$ cat src/hdl/delimited_frame_receiver_fifo_unit_defines.svh
// ----------------------------------------------------------------------------
// delimited frame receiver fifo unit assertion macros
// concurrent assertion wrappers, empty when NO_ASSERTIONS is set
// ----------------------------------------------------------------------------
`ifndef DELIMITED_FRAME_RECEIVER_FIFO_UNIT_DEFINES_SVH
`define DELIMITED_FRAME_RECEIVER_FIFO_UNIT_DEFINES_SVH
`ifndef NO_ASSERTIONS
`define DFR_ASSERT_IMP(label, clk, rst, ante, cons, msg) \
   label: assert property (@(posedge clk) disable iff (rst) (ante) |-> (cons)) \
      else $error(msg);
`define DFR_ASSERT_NXT(label, clk, rst, ante, cons, msg) \
   label: assert property (@(posedge clk) disable iff (rst) (ante) |=> (cons)) \
      else $error(msg);
`else
`define DFR_ASSERT_IMP(label, clk, rst, ante, cons, msg)
`define DFR_ASSERT_NXT(label, clk, rst, ante, cons, msg)
`endif
`endif

$ cat src/hdl/dfr_pkg.sv
// ----------------------------------------------------------------------------
// dfr_pkg
// shared codes and controller/datapath interface types of the frame receiver
// ----------------------------------------------------------------------------
package dfr_pkg;

   localparam logic [1:0] ACT_RECV  = 2'd0;
   localparam logic [1:0] ACT_POP   = 2'd1;
   localparam logic [1:0] ACT_CLEAR = 2'd2;

   localparam logic [2:0] STS_BYTE_TAKEN   = 3'd0;
   localparam logic [2:0] STS_FRAME_QUEUED = 3'd1;
   localparam logic [2:0] STS_FRAME_DROP   = 3'd2;
   localparam logic [2:0] STS_IGNORED      = 3'd3;
   localparam logic [2:0] STS_POPPED       = 3'd4;
   localparam logic [2:0] STS_EMPTY        = 3'd5;
   localparam logic [2:0] STS_CLEARED      = 3'd6;

   localparam logic [7:0] START_BYTE = 8'h03;
   localparam logic [7:0] END_BYTE   = 8'hF4;

   typedef enum logic [1:0] {
      ROUTE_NONE,
      ROUTE_RESULT,
      ROUTE_PUSH,
      ROUTE_POP
   } route_type;

   typedef struct packed {
      logic accept;
      logic idx_clear;
      logic idx_inc;
      logic push_write;
      logic pop_read;
      logic pop_emit;
      logic load_result;
   } cmd_type;

   typedef struct packed {
      route_type route;
      logic      out_free;
      logic      idx_last;
   } stat_type;

endpackage

$ cat src/hdl/dfr_controller.sv
// ----------------------------------------------------------------------------
// dfr_controller
// sequencer for accept, frame copy sweep, pop readout and result loading
// ----------------------------------------------------------------------------
`include "delimited_frame_receiver_fifo_unit_defines.svh"

module dfr_controller import dfr_pkg::*; (
   input  logic     clock,
   input  logic     reset,
   input  logic     req_valid,
   output logic     req_ready,
   input  stat_type stat_i,
   output cmd_type  cmd_o
);

   typedef enum logic [4:0] {
      ST_IDLE   = 5'b00001,
      ST_RESULT = 5'b00010,
      ST_PUSH   = 5'b00100,
      ST_POP_RD = 5'b01000,
      ST_POP_EM = 5'b10000
   } state_type;

   state_type state_ff;
   state_type state_in;

   always_comb begin
      state_in  = state_ff;
      cmd_o     = '0;
      req_ready = 1'b0;
      unique case (state_ff)
         ST_IDLE: begin
            req_ready       = 1'b1;
            cmd_o.accept    = req_valid;
            cmd_o.idx_clear = req_valid;
            if (req_valid) begin
               unique case (stat_i.route)
                  ROUTE_RESULT: state_in = ST_RESULT;
                  ROUTE_PUSH:   state_in = ST_PUSH;
                  ROUTE_POP:    state_in = ST_POP_RD;
                  default:      state_in = ST_IDLE;
               endcase
            end
         end
         ST_RESULT: begin
            if (stat_i.out_free) begin
               cmd_o.load_result = 1'b1;
               state_in          = ST_IDLE;
            end
         end
         ST_PUSH: begin
            cmd_o.push_write = 1'b1;
            if (stat_i.idx_last) begin
               state_in = ST_RESULT;
            end else begin
               cmd_o.idx_inc = 1'b1;
            end
         end
         ST_POP_RD: begin
            cmd_o.pop_read = 1'b1;
            state_in       = ST_POP_EM;
         end
         ST_POP_EM: begin
            if (stat_i.out_free) begin
               cmd_o.pop_emit = 1'b1;
               if (stat_i.idx_last) begin
                  state_in = ST_IDLE;
               end else begin
                  cmd_o.idx_inc = 1'b1;
                  state_in      = ST_POP_RD;
               end
            end
         end
         default: state_in = ST_IDLE;
      endcase
   end

   always_ff @(posedge clock) begin
      if (reset) begin
         state_ff <= ST_IDLE;
      end else begin
         state_ff <= state_in;
      end
   end

   `DFR_ASSERT_IMP(a_emit_after_read, clock, reset, state_ff == ST_POP_EM,
      $past(state_ff) == ST_POP_RD || $past(state_ff) == ST_POP_EM,
      "pop emit state entered without a memory read")
   `DFR_ASSERT_NXT(a_accept_leaves_idle, clock, reset,
      cmd_o.accept && stat_i.route != ROUTE_NONE, state_ff != ST_IDLE,
      "accepted beat with results did not leave idle")

endmodule

$ cat src/hdl/dfr_datapath.sv
// ----------------------------------------------------------------------------
// dfr_datapath
// frame register, frame memory, ring pointers and result register
// ----------------------------------------------------------------------------
`include "delimited_frame_receiver_fifo_unit_defines.svh"

module dfr_datapath import dfr_pkg::*; #(
   parameter int FRAME_BYTES = 9,
   parameter int FIFO_SLOTS  = 8
) (
   input  logic       clock,
   input  logic       reset,
   input  logic       csr_write_enable,
   input  logic       csr_write_data,
   input  logic [1:0] req_action,
   input  logic [7:0] req_rx_byte,
   output logic       rsp_valid,
   input  logic       rsp_ready,
   output logic [2:0] rsp_status,
   output logic [7:0] rsp_frame_byte,
   output logic       rsp_last,
   output logic [2:0] rsp_frame_count,
   output logic       rsp_fifo_full,
   input  cmd_type    cmd_i,
   output stat_type   stat_o
);

   localparam int PTR_W  = $clog2(FIFO_SLOTS);
   localparam int CNT_W  = PTR_W + 1;
   localparam int IDX_W  = $clog2(FRAME_BYTES);
   localparam int DEPTH  = FIFO_SLOTS * FRAME_BYTES;
   localparam int ADDR_W = $clog2(DEPTH);

   logic             master_ff, master_in;
   logic [PTR_W-1:0] wp_ff, wp_in;
   logic [PTR_W-1:0] rp_ff, rp_in;
   logic [PTR_W-1:0] slot_ff, slot_in;
   logic [2:0]       status_ff, status_in;
   logic [IDX_W-1:0] idx_ff, idx_in;

   logic [FRAME_BYTES-1:0] nz_ff, nz_in;
   logic [7:0]             asm_ff [FRAME_BYTES];
   logic [7:0]             asm_in [FRAME_BYTES];
   logic [FRAME_BYTES-1:0] first_zero;

   logic [7:0]       mem [DEPTH];
   logic [7:0]       mem_rd_ff;
   logic [ADDR_W-1:0] addr;
   logic [7:0]       asm_rd;

   logic             rsp_valid_ff, rsp_valid_in;
   logic [2:0]       rsp_status_ff;
   logic [7:0]       rsp_byte_ff;
   logic             rsp_last_ff;
   logic [2:0]       rsp_count_ff;
   logic             rsp_full_ff;

   logic [PTR_W-1:0] wp_next, rp_next;
   logic             full, empty;
   logic [CNT_W-1:0] held;
   logic [CNT_W+2:0] held_pad;
   route_type        route;
   logic [2:0]       route_status;

   assign wp_next = (wp_ff == PTR_W'(FIFO_SLOTS - 1)) ? '0 : wp_ff + PTR_W'(1);
   assign rp_next = (rp_ff == PTR_W'(FIFO_SLOTS - 1)) ? '0 : rp_ff + PTR_W'(1);
   assign full    = (wp_next == rp_ff);
   assign empty   = (wp_ff == rp_ff);

   always_comb begin
      if (wp_ff >= rp_ff) begin
         held = CNT_W'(wp_ff) - CNT_W'(rp_ff);
      end else begin
         held = CNT_W'(FIFO_SLOTS) - CNT_W'(rp_ff) + CNT_W'(wp_ff);
      end
   end
   assign held_pad = {3'b000, held};

   assign first_zero = ~nz_ff & (nz_ff + FRAME_BYTES'(1));

   always_comb begin
      route        = ROUTE_NONE;
      route_status = STS_BYTE_TAKEN;
      unique case (req_action)
         ACT_RECV: begin
            route = ROUTE_RESULT;
            priority if (master_ff) begin
               route_status = STS_IGNORED;
            end else if (req_rx_byte == END_BYTE) begin
               if (full) begin
                  route_status = STS_FRAME_DROP;
               end else begin
                  route        = ROUTE_PUSH;
                  route_status = STS_FRAME_QUEUED;
               end
            end else begin
               route_status = STS_BYTE_TAKEN;
            end
         end
         ACT_POP: begin
            if (empty) begin
               route        = ROUTE_RESULT;
               route_status = STS_EMPTY;
            end else begin
               route        = ROUTE_POP;
               route_status = STS_POPPED;
            end
         end
         ACT_CLEAR: begin
            route        = ROUTE_RESULT;
            route_status = STS_CLEARED;
         end
         default: route = ROUTE_NONE;
      endcase
   end

   always_comb begin
      master_in = csr_write_enable ? csr_write_data : master_ff;
      wp_in     = wp_ff;
      rp_in     = rp_ff;
      slot_in   = slot_ff;
      status_in = status_ff;
      nz_in     = nz_ff;
      for (int i = 0; i < FRAME_BYTES; i++) begin
         asm_in[i] = asm_ff[i];
      end
      if (cmd_i.accept) begin
         status_in = route_status;
         unique case (req_action)
            ACT_RECV: begin
               if (!master_ff) begin
                  priority if (req_rx_byte == START_BYTE) begin
                     nz_in     = FRAME_BYTES'(1);
                     asm_in[0] = START_BYTE;
                  end else if (req_rx_byte == END_BYTE) begin
                     nz_in[FRAME_BYTES-1]  = 1'b1;
                     asm_in[FRAME_BYTES-1] = END_BYTE;
                     if (!full) begin
                        slot_in = wp_ff;
                        wp_in   = wp_next;
                     end
                  end else begin
                     for (int i = 0; i < FRAME_BYTES; i++) begin
                        if (first_zero[i]) begin
                           asm_in[i] = req_rx_byte;
                           nz_in[i]  = (req_rx_byte != 8'h00);
                        end
                     end
                  end
               end
            end
            ACT_POP: begin
               if (!empty) begin
                  slot_in = rp_ff;
                  rp_in   = rp_next;
               end
            end
            ACT_CLEAR: begin
               wp_in = '0;
               rp_in = '0;
            end
            default: ;
         endcase
      end
   end

   always_comb begin
      idx_in = idx_ff;
      priority if (cmd_i.idx_clear) begin
         idx_in = '0;
      end else if (cmd_i.idx_inc) begin
         idx_in = idx_ff + IDX_W'(1);
      end
   end

   assign asm_rd = nz_ff[idx_ff] ? asm_ff[idx_ff] : 8'h00;
   assign addr   = ADDR_W'(slot_ff) * ADDR_W'(FRAME_BYTES) + ADDR_W'(idx_ff);

   always_ff @(posedge clock) begin
      if (cmd_i.push_write) begin
         mem[addr] <= asm_rd;
      end
      if (cmd_i.pop_read) begin
         mem_rd_ff <= mem[addr];
      end
   end

   always_comb begin
      rsp_valid_in = rsp_valid_ff;
      priority if (cmd_i.load_result || cmd_i.pop_emit) begin
         rsp_valid_in = 1'b1;
      end else if (rsp_ready) begin
         rsp_valid_in = 1'b0;
      end
   end

   always_ff @(posedge clock) begin
      if (reset) begin
         master_ff    <= 1'b1;
         wp_ff        <= '0;
         rp_ff        <= '0;
         nz_ff        <= '0;
         rsp_valid_ff <= 1'b0;
      end else begin
         master_ff    <= master_in;
         wp_ff        <= wp_in;
         rp_ff        <= rp_in;
         nz_ff        <= nz_in;
         rsp_valid_ff <= rsp_valid_in;
      end
   end

   always_ff @(posedge clock) begin
      slot_ff   <= slot_in;
      status_ff <= status_in;
      idx_ff    <= idx_in;
      for (int i = 0; i < FRAME_BYTES; i++) begin
         asm_ff[i] <= asm_in[i];
      end
      if (cmd_i.load_result) begin
         rsp_status_ff <= status_ff;
         rsp_byte_ff   <= 8'h00;
         rsp_last_ff   <= 1'b1;
         rsp_count_ff  <= held_pad[2:0];
         rsp_full_ff   <= full;
      end else if (cmd_i.pop_emit) begin
         rsp_status_ff <= STS_POPPED;
         rsp_byte_ff   <= mem_rd_ff;
         rsp_last_ff   <= stat_o.idx_last;
         rsp_count_ff  <= held_pad[2:0];
         rsp_full_ff   <= full;
      end
   end

   assign stat_o.route    = route;
   assign stat_o.out_free = !rsp_valid_ff || rsp_ready;
   assign stat_o.idx_last = (idx_ff == IDX_W'(FRAME_BYTES - 1));

   assign rsp_valid       = rsp_valid_ff;
   assign rsp_status      = rsp_status_ff;
   assign rsp_frame_byte  = rsp_byte_ff;
   assign rsp_last        = rsp_last_ff;
   assign rsp_frame_count = rsp_count_ff;
   assign rsp_fifo_full   = rsp_full_ff;

   `DFR_ASSERT_NXT(a_push_not_empty, clock, reset,
      cmd_i.accept && route == ROUTE_PUSH, wp_ff != rp_ff,
      "frame push left the fifo empty")
   `DFR_ASSERT_NXT(a_clear_pointers, clock, reset,
      cmd_i.accept && req_action == ACT_CLEAR, wp_ff == '0 && rp_ff == '0,
      "clear did not zero the pointers")
   `DFR_ASSERT_IMP(a_rsp_from_load, clock, reset, $rose(rsp_valid_ff),
      $past(cmd_i.load_result || cmd_i.pop_emit),
      "result register became valid without a load")

endmodule

$ cat src/hdl/delimited_frame_receiver_fifo_unit.sv
// ----------------------------------------------------------------------------
// delimited_frame_receiver_fifo_unit
// assembles delimited frames from received bytes and queues them in a ring
// fifo; a pop streams one stored frame out byte by byte
// ----------------------------------------------------------------------------
// result beats: after accept, loaded once the result register is free
// push: frame register copied to its slot byte by byte, then a result beat
// pop: each frame byte is read from memory, then loaded into the output
// one request in flight; next request taken in the cycle after its last load
// reset: pointers zero, frame register empty, master mode set, memory untouched
module delimited_frame_receiver_fifo_unit import dfr_pkg::*; #(
   parameter int FRAME_BYTES = 9,
   parameter int FIFO_SLOTS  = 8
) (
   input  logic       clock,
   input  logic       reset,
   input  logic       csr_write_enable,
   input  logic       csr_write_data,
   input  logic       req_valid,
   output logic       req_ready,
   input  logic [1:0] req_action,
   input  logic [7:0] req_rx_byte,
   output logic       rsp_valid,
   input  logic       rsp_ready,
   output logic [2:0] rsp_status,
   output logic [7:0] rsp_frame_byte,
   output logic       rsp_last,
   output logic [2:0] rsp_frame_count,
   output logic       rsp_fifo_full
);

   cmd_type  cmd;
   stat_type stat;

   dfr_controller u_controller (
      .clock     (clock),
      .reset     (reset),
      .req_valid (req_valid),
      .req_ready (req_ready),
      .stat_i    (stat),
      .cmd_o     (cmd)
   );

   dfr_datapath #(
      .FRAME_BYTES (FRAME_BYTES),
      .FIFO_SLOTS  (FIFO_SLOTS)
   ) u_datapath (
      .clock            (clock),
      .reset            (reset),
      .csr_write_enable (csr_write_enable),
      .csr_write_data   (csr_write_data),
      .req_action       (req_action),
      .req_rx_byte      (req_rx_byte),
      .rsp_valid        (rsp_valid),
      .rsp_ready        (rsp_ready),
      .rsp_status       (rsp_status),
      .rsp_frame_byte   (rsp_frame_byte),
      .rsp_last         (rsp_last),
      .rsp_frame_count  (rsp_frame_count),
      .rsp_fifo_full    (rsp_fifo_full),
      .cmd_i            (cmd),
      .stat_o           (stat)
   );

endmodule

$ cat config.mk
export PLATFORM = sky130hd
export DESIGN_NAME = delimited_frame_receiver_fifo_unit
export DESIGN_NICKNAME = d
export VERILOG_FILES = /design/src/hdl/dfr_pkg.sv /design/src/hdl/dfr_controller.sv /design/src/hdl/dfr_datapath.sv /design/src/hdl/delimited_frame_receiver_fifo_unit.sv
export VERILOG_INCLUDE_DIRS = /design/src /design/src/hdl
export SDC_FILE = /design/constraint.sdc
export NUM_CORES = 1
export LEC_CHECK = 0
export CAP_MARGIN = 30
export CORE_ASPECT_RATIO = 0.8
export CORE_UTILIZATION = 30
export DETAILED_ROUTE_END_ITERATION = 7
export DONT_BUFFER_PORTS = 1
export HOLD_SLACK_MARGIN = 0.02
export SYNTH_ARGS = -nofsm -noshare
export SYNTH_HDL_FRONTEND = slang
export SYNTH_SLANG_ARGS = --single-unit
$ cat constraint.sdc
create_clock -name clock -period 4.5 [get_ports clock]
set_input_delay 0.9 -clock clock [delete_from_list [all_inputs] [get_ports clock]]
set_output_delay 0.9 -clock clock [all_outputs]
set_load 0.02 [all_outputs]
**Word-level counts from Yosys, hierarchy flattened**

Memory sizes are Yosys's and may differ from the RTL's. A register that Yosys moved wholly into a read port is not among the register bits.
Index checks and enable logic that the tools add are counted.

- Input port bits: 16
- Memories kept: 2
- Memory bits (writable): 648
- Output and inout bits: 18
- Flip-flop bits (word level): 48

- Multipliers: 1
- Eq/ne operators: 79
- Add/sub/neg operators: 8
- Multiplexer cells: 110
- Bitwise logic cells: 3
- Reductions and logical operators: 49
- $lt $le $gt $ge: 2

Memory list:

| name | words | width | rd ports | clocked after Yosys merged registers in | wr ports | line | RTL |
|---|---|---|---|---|---|---|---|
| u_datapath.mem | 72 | 8 | 1 | 1 | 1 | dfr_datapath.sv:46 | `logic [7:0] mem [DEPTH];` |
| u_datapath.asm_ff | 9 | 8 | 1 | 1 | 1 | dfr_datapath.sv:42 | `logic [7:0] asm_ff [FRAME_BYTES];` |

Operators by type and width:

| kind | number |
|---|---|
| $mux 72 | 3 |
| $mux 8 | 21 |
| $mux 64 | 2 |
| $reduce_or 8->1 | 8 |
| $mux 3 | 18 |
| $ne 6x6->1 const B | 9 |
| $reduce_and 5->1 | 10 |
| $reduce_and 6->1 | 8 |
| $mux 4 | 11 |
| $ne 5x5->1 const B | 8 |
| $ne 2x2->1 const B | 18 |
| $mux 1 | 34 |
| $ne 4x4->1 const B | 8 |
| $ne 3x3->1 const B | 9 |
| $reduce_bool 2->1 | 13 |
| $pmux 5 s5 | 1 |
| $mux 5 | 4 |
| $pmux 3 s2 | 3 |
| $mux 2 | 7 |
| $pmux 4 s3 | 1 |
| $add 9x1->9 const B | 1 |
| $and 9x9->9 | 1 |
| $mux 9 | 1 |
| $ne 1x1->1 const B | 9 |
| other kinds (36) | 44 |

**Logic depth before layout (Yosys ltp)**

- Depth after elaboration: 16
- Depth in mapped cells: 14
- Mapped depth without buffers: 10

**Hierarchy**

From an unflattened synthesis, not the netlist that was laid out.

- Cells, all modules: 1736
- Area total of the unflattened synthesis: 28897.7 µm²

By module, submodules not included:

| module | area each (µm²) | sequential area each (µm²) | instances | cells an instance |
|---|---|---|---|---|
| dfr_datapath | 28516.1 | 20769.9 | 1 | 1687 |
| dfr_controller | 381.6 | 100.1 | 1 | 49 |

**Least setup slack after synthesis**

OpenSTA, ideal clock, no wires.

- Path type: reg-to-reg
- From: register (tool-made name)
- To: memory u_datapath.mem[0][5] (data pin)
- Arrival: 3164 ps
- Data required time: 3963 ps
- Path slack: 799 ps
- Setup time: 537 ps
- Stages on the path, launching flop included: 8
- Period minus slack after synthesis: 3701 ps
- Path through: dfxtp_1 -> clkbuf_1 -> buf_2 -> mux4_2 -> mux2i_1 -> nor2_1 -> a21oi_1 -> nor2_1

RTL lines:

| what | line |
|---|---|
| end: declaration | dfr_datapath.sv:46 |

**Worst setup path in the final report**

- From: register u_datapath.slot_ff[1]
- To: register u_datapath.mem_rd_ff[1], read port of u_datapath.mem (data pin)

- Longest elaborated chain between the ends: 2

RTL lines:

| what | line | RTL |
|---|---|---|
| start: declaration | dfr_datapath.sv:37 | `logic [PTR_W-1:0] slot_ff, slot_in;` |
| start signal: assignment | dfr_datapath.sv:214 | `slot_ff <= slot_in;` |
| $mul 3x4->7 | dfr_datapath.sv:177 | `assign addr = ADDR_W'(slot_ff) * ADDR_W'(FRAME_BYTES) + ADDR_W'(idx_ff);` |
| $add 7x4->7 | dfr_datapath.sv:177 |  |
| end: declaration | dfr_datapath.sv:47 | `logic [7:0] mem_rd_ff;` |

Every way passes these cells.
A chain may end at the register's enable or synchronous reset.

==> results.md <==
* Cts repair resizes at 0
* Async S/R FF share, synth at 0%
* Routed wire per std cell at 23.9 um
* Synth top area cells: edfxtp_1, mux4_2, dfxtp_1, mux2_2, mux2i_1
* Status: complete, no violations
* Synth Instances at 1732
* Mean post-synth cell area at 16.6 um2
* Post-synth top area share at 70.0%
* Critical path data required time at 4820 ps
* Switching Fraction at 20.2%
* Hold Crit Endpoint: u_datapath.rsp_valid
* Hold buffers post-CTS at 0
* Max-slew headroom at 30.4%
* Diodes inserted at 0
* Ratio of cells with drive above 1 in the final layout at 21.5%
* Area growth, synth to finish at 16.0%
* Die area at 97000 um2
* CTS tree: yes
* Initial Utilization at 30.3%
* Number of synthesized flops with an enable pin at 669
* Syn Std Cell Area at 28700 um2
* CTS max path bufs at 3
* Worst slew pin tran at 1040 ps
* Worst Hold Launch: reset
* Sequential area share after synthesis at 72.7%
* #FFs+latches synth at 708
* RSZ-0062 raised after global routing: no
* I/O Pins at 34
* Reg power frac at 54.3%
* Die H at 279 um
* Clock Skews at 21.7 ps
* Hold depth at 1
* TNS Setup at 0 ps
* Power Dens Cells at 396 nW/um2
* Drt first-iter violations at 1957
* CTS root buffer: clkbuf_16
* Final max-slew violation count at 0
* CTS Sinks at 708
* Top_reg_cell synth: edfxtp_1
* Area leader, netlist: edfxtp_1
* Row count at 101
* Type of the worst setup path: register to register
* FF-to-FF End: u_datapath.mem_rd_ff[1]
* Worst skew pair latency at 610 ps
* CP Capture Type: register
* Routed vias at 16500
* Max cap viols at 0
* WP data arrival at 4680 ps
* Peak supply drop at 0.000261 V
* Final setup viols at 0
* Combinational cell fraction of total power at 3.0%
* Setup Fix Bufs, Post-CTS at 0
* Reg2Reg Depth at 10
* Chip width at 348 um
* Worst Hold Class: input pin to register
* Period utilisation layout at 97.0%
* GPL Wtd Cong at 0.911
* Crit Reg-Reg Startpoint: u_datapath.slot_ff[1]
* R2R Setup Slk at 140 ps
* H-Tree Depth at 3
* First-pass GRT wire length at 112000 um
* Pin count of the biggest net entering global routing at 73
* Clock Power Share at 42.7%
* DP HPWL at 48000 um
* Pleak at 9.74 nW
* Internal power at 0.0105 W
* Final ANT Viol Nets at 0
* Total GRT Usage at 15.6%
* GRT overflow at 0
* Post-layout min period at 4360 ps
* Core Box Area at 94900 um2
* DRC at 0
* Switch Pwr at 0.00267 W
* Fmax at 0.229 GHz
* Vias in the first global route at 16200
* Final Hold Fails at 0
* Final hold slack at 359 ps
* Syn. warnings at 0
* Net total in the final layout at 1879
* Syn_nets at 1770
* Worst-path maximum fanout at 65
* CTS Buf Count at 67
* Antenna violations before repair at 0
* DR pass1 iterations at 6
* Vias/cell at 5.21
* Clock transition at path regs at 70 ps
* Cell variety after synth at 77
* Final wirelength at 76000 um
* Number of I/O port buffers at 0
* Crit start category: register
critical path: stages, from the launching register on:
cell and delay (ps):
edfxtp_1 400, ha_1 330, ha_4 150, inv_1 60, fa_4 950, buf_12 350, mux4_2 390, mux2i_1 490
o22ai_1 170, a211oi_1 500, o221ai_1 190
layout by cell type (no fill, tap or decap), drive strengths merged, types with 8 or more instances in the layout:
master  netlist  final
nor4          9      9
nand2b        8      8
clkinv        1     20
inv          22     24
nand3        33     33
nand3b       10     10
nor3         18     18
mux2         55     55
mux2i        61     61
o21ai        45     45
clkbuf       62     88
o22ai        14     14
ha           20     20
nand2        79     79
nand4        11     11
nor2b         9      9
a22o         10     10
dfxtp        39     39
mux4         83     83
buf          47    149
a221o        12     12
a22oi        23     23
a21oi        62     62
and2         12     12
a221oi       40     40
edfxtp      669    669
nor2        151    151
cell usage after synthesis (12+ instances only):
cell	number
dfxtp_1	39
a21oi_1	62
ha_1	20
and2_1	12
a22oi_1	23
nand3_1	33
a221o_1	12
o21ai_0	42
o22ai_1	14
inv_1	22
mux2i_1	61
nor2_1	151
edfxtp_1	669
clkbuf_1	62
mux4_2	83
buf_2	31
nand2_1	79
mux2_2	55
a221oi_1	40
nor3_1	17
flip-flops by register name (all words and copies together), names as in the netlist, 3 cells and up, named ones only:
register / cells
u_datapath.slot_ff: 3
u_datapath.rsp_frame_count: 3
u_datapath.status_ff: 3
u_controller.state_ff: 5
u_datapath.asm_ff: 72
u_datapath.rsp_status: 3
u_datapath.idx_ff: 4
u_datapath.mem_rd_ff: 8
u_datapath.mem: 576
u_datapath.rsp_frame_byte: 8
u_datapath.rp_ff: 3
u_datapath.nz_ff: 9
u_datapath.wp_ff: 3
worst max-delay path by stage:
| stage | slack, ps | end | start | cells past startpoint |
|---|---|---|---|---|
| 2_1_floorplan | 800 | u_datapath.mem[0][5] | register | 7 |
| 3_3_place_gp | 230 | u_datapath.mem_rd_ff[2] | u_datapath.slot_ff[1] | 10 |
| 3_5_place_dp | 340 | u_datapath.mem_rd_ff[1] | u_datapath.slot_ff[1] | 10 |
| 4_1_cts | 330 | u_datapath.mem_rd_ff[1] | u_datapath.slot_ff[1] | 10 |
| 5_1_grt | 40 | u_datapath.mem_rd_ff[1] | u_datapath.slot_ff[1] | 10 |
| 6_report | 140 | u_datapath.mem_rd_ff[1] | u_datapath.slot_ff[1] | 10 |
logic make-up after synthesis:
logic type,count (synthesis),synth area share (%)
fa+ha+maj,22,1.01
xor+xnor,10,0.305
mux,199,10.8
compound gates,288,7.06
flops,708,72.7
buf+inv,132,1.95
simple gates,373,6.20
power groups by stage:
stage               clock [W]  sequential (W)  combinational (W)
floorplan                   0         0.00732           0.000253
global placement            0         0.00732           0.000375
detailed placement          0         0.00732           0.000383
CTS                   0.00572         0.00718           0.000385
global route          0.00599         0.00718           0.000418
finish                0.00564         0.00718           0.000393
per-layer routing:
layer | vias up | wire [um] | GRT usage, %
li1 | 7113 | - | -
met1 | 8450 | 33700 | 22.5
met2 | 840 | 32000 | 22.2
met3 | 141 | 8190 | 5.00
met4 | 0 | 2070 | 4.41
met5 | - | 0 | 0
final cells by class:
type | instances | area [um2]
clock buffers | 88 | 1820
repair buffers | 149 | 1200
fillers | 8898 | 61600
well taps | 1287 | 1610
flip-flops and latches | 708 | 20900
multi-input cells | 892 | 7400
inverters | 23 | 86.3
clock inverters | 30 | 327
metrics by stage:
step                std cells  setup WS, ps  area [um2]  power [W]  util (%)
floorplan                1732           799       28700    0.00757         -
global placement         3057           229       31100    0.00769      32.8
detailed placement       3059           338       31200    0.00771      32.8
CTS                      3177           332       33300     0.0133      35.1
global route             3177          35.9       33300     0.0136      35.1
finish                   3177           136       33300     0.0132      35.1
Power figures use the tool's default switching activity.
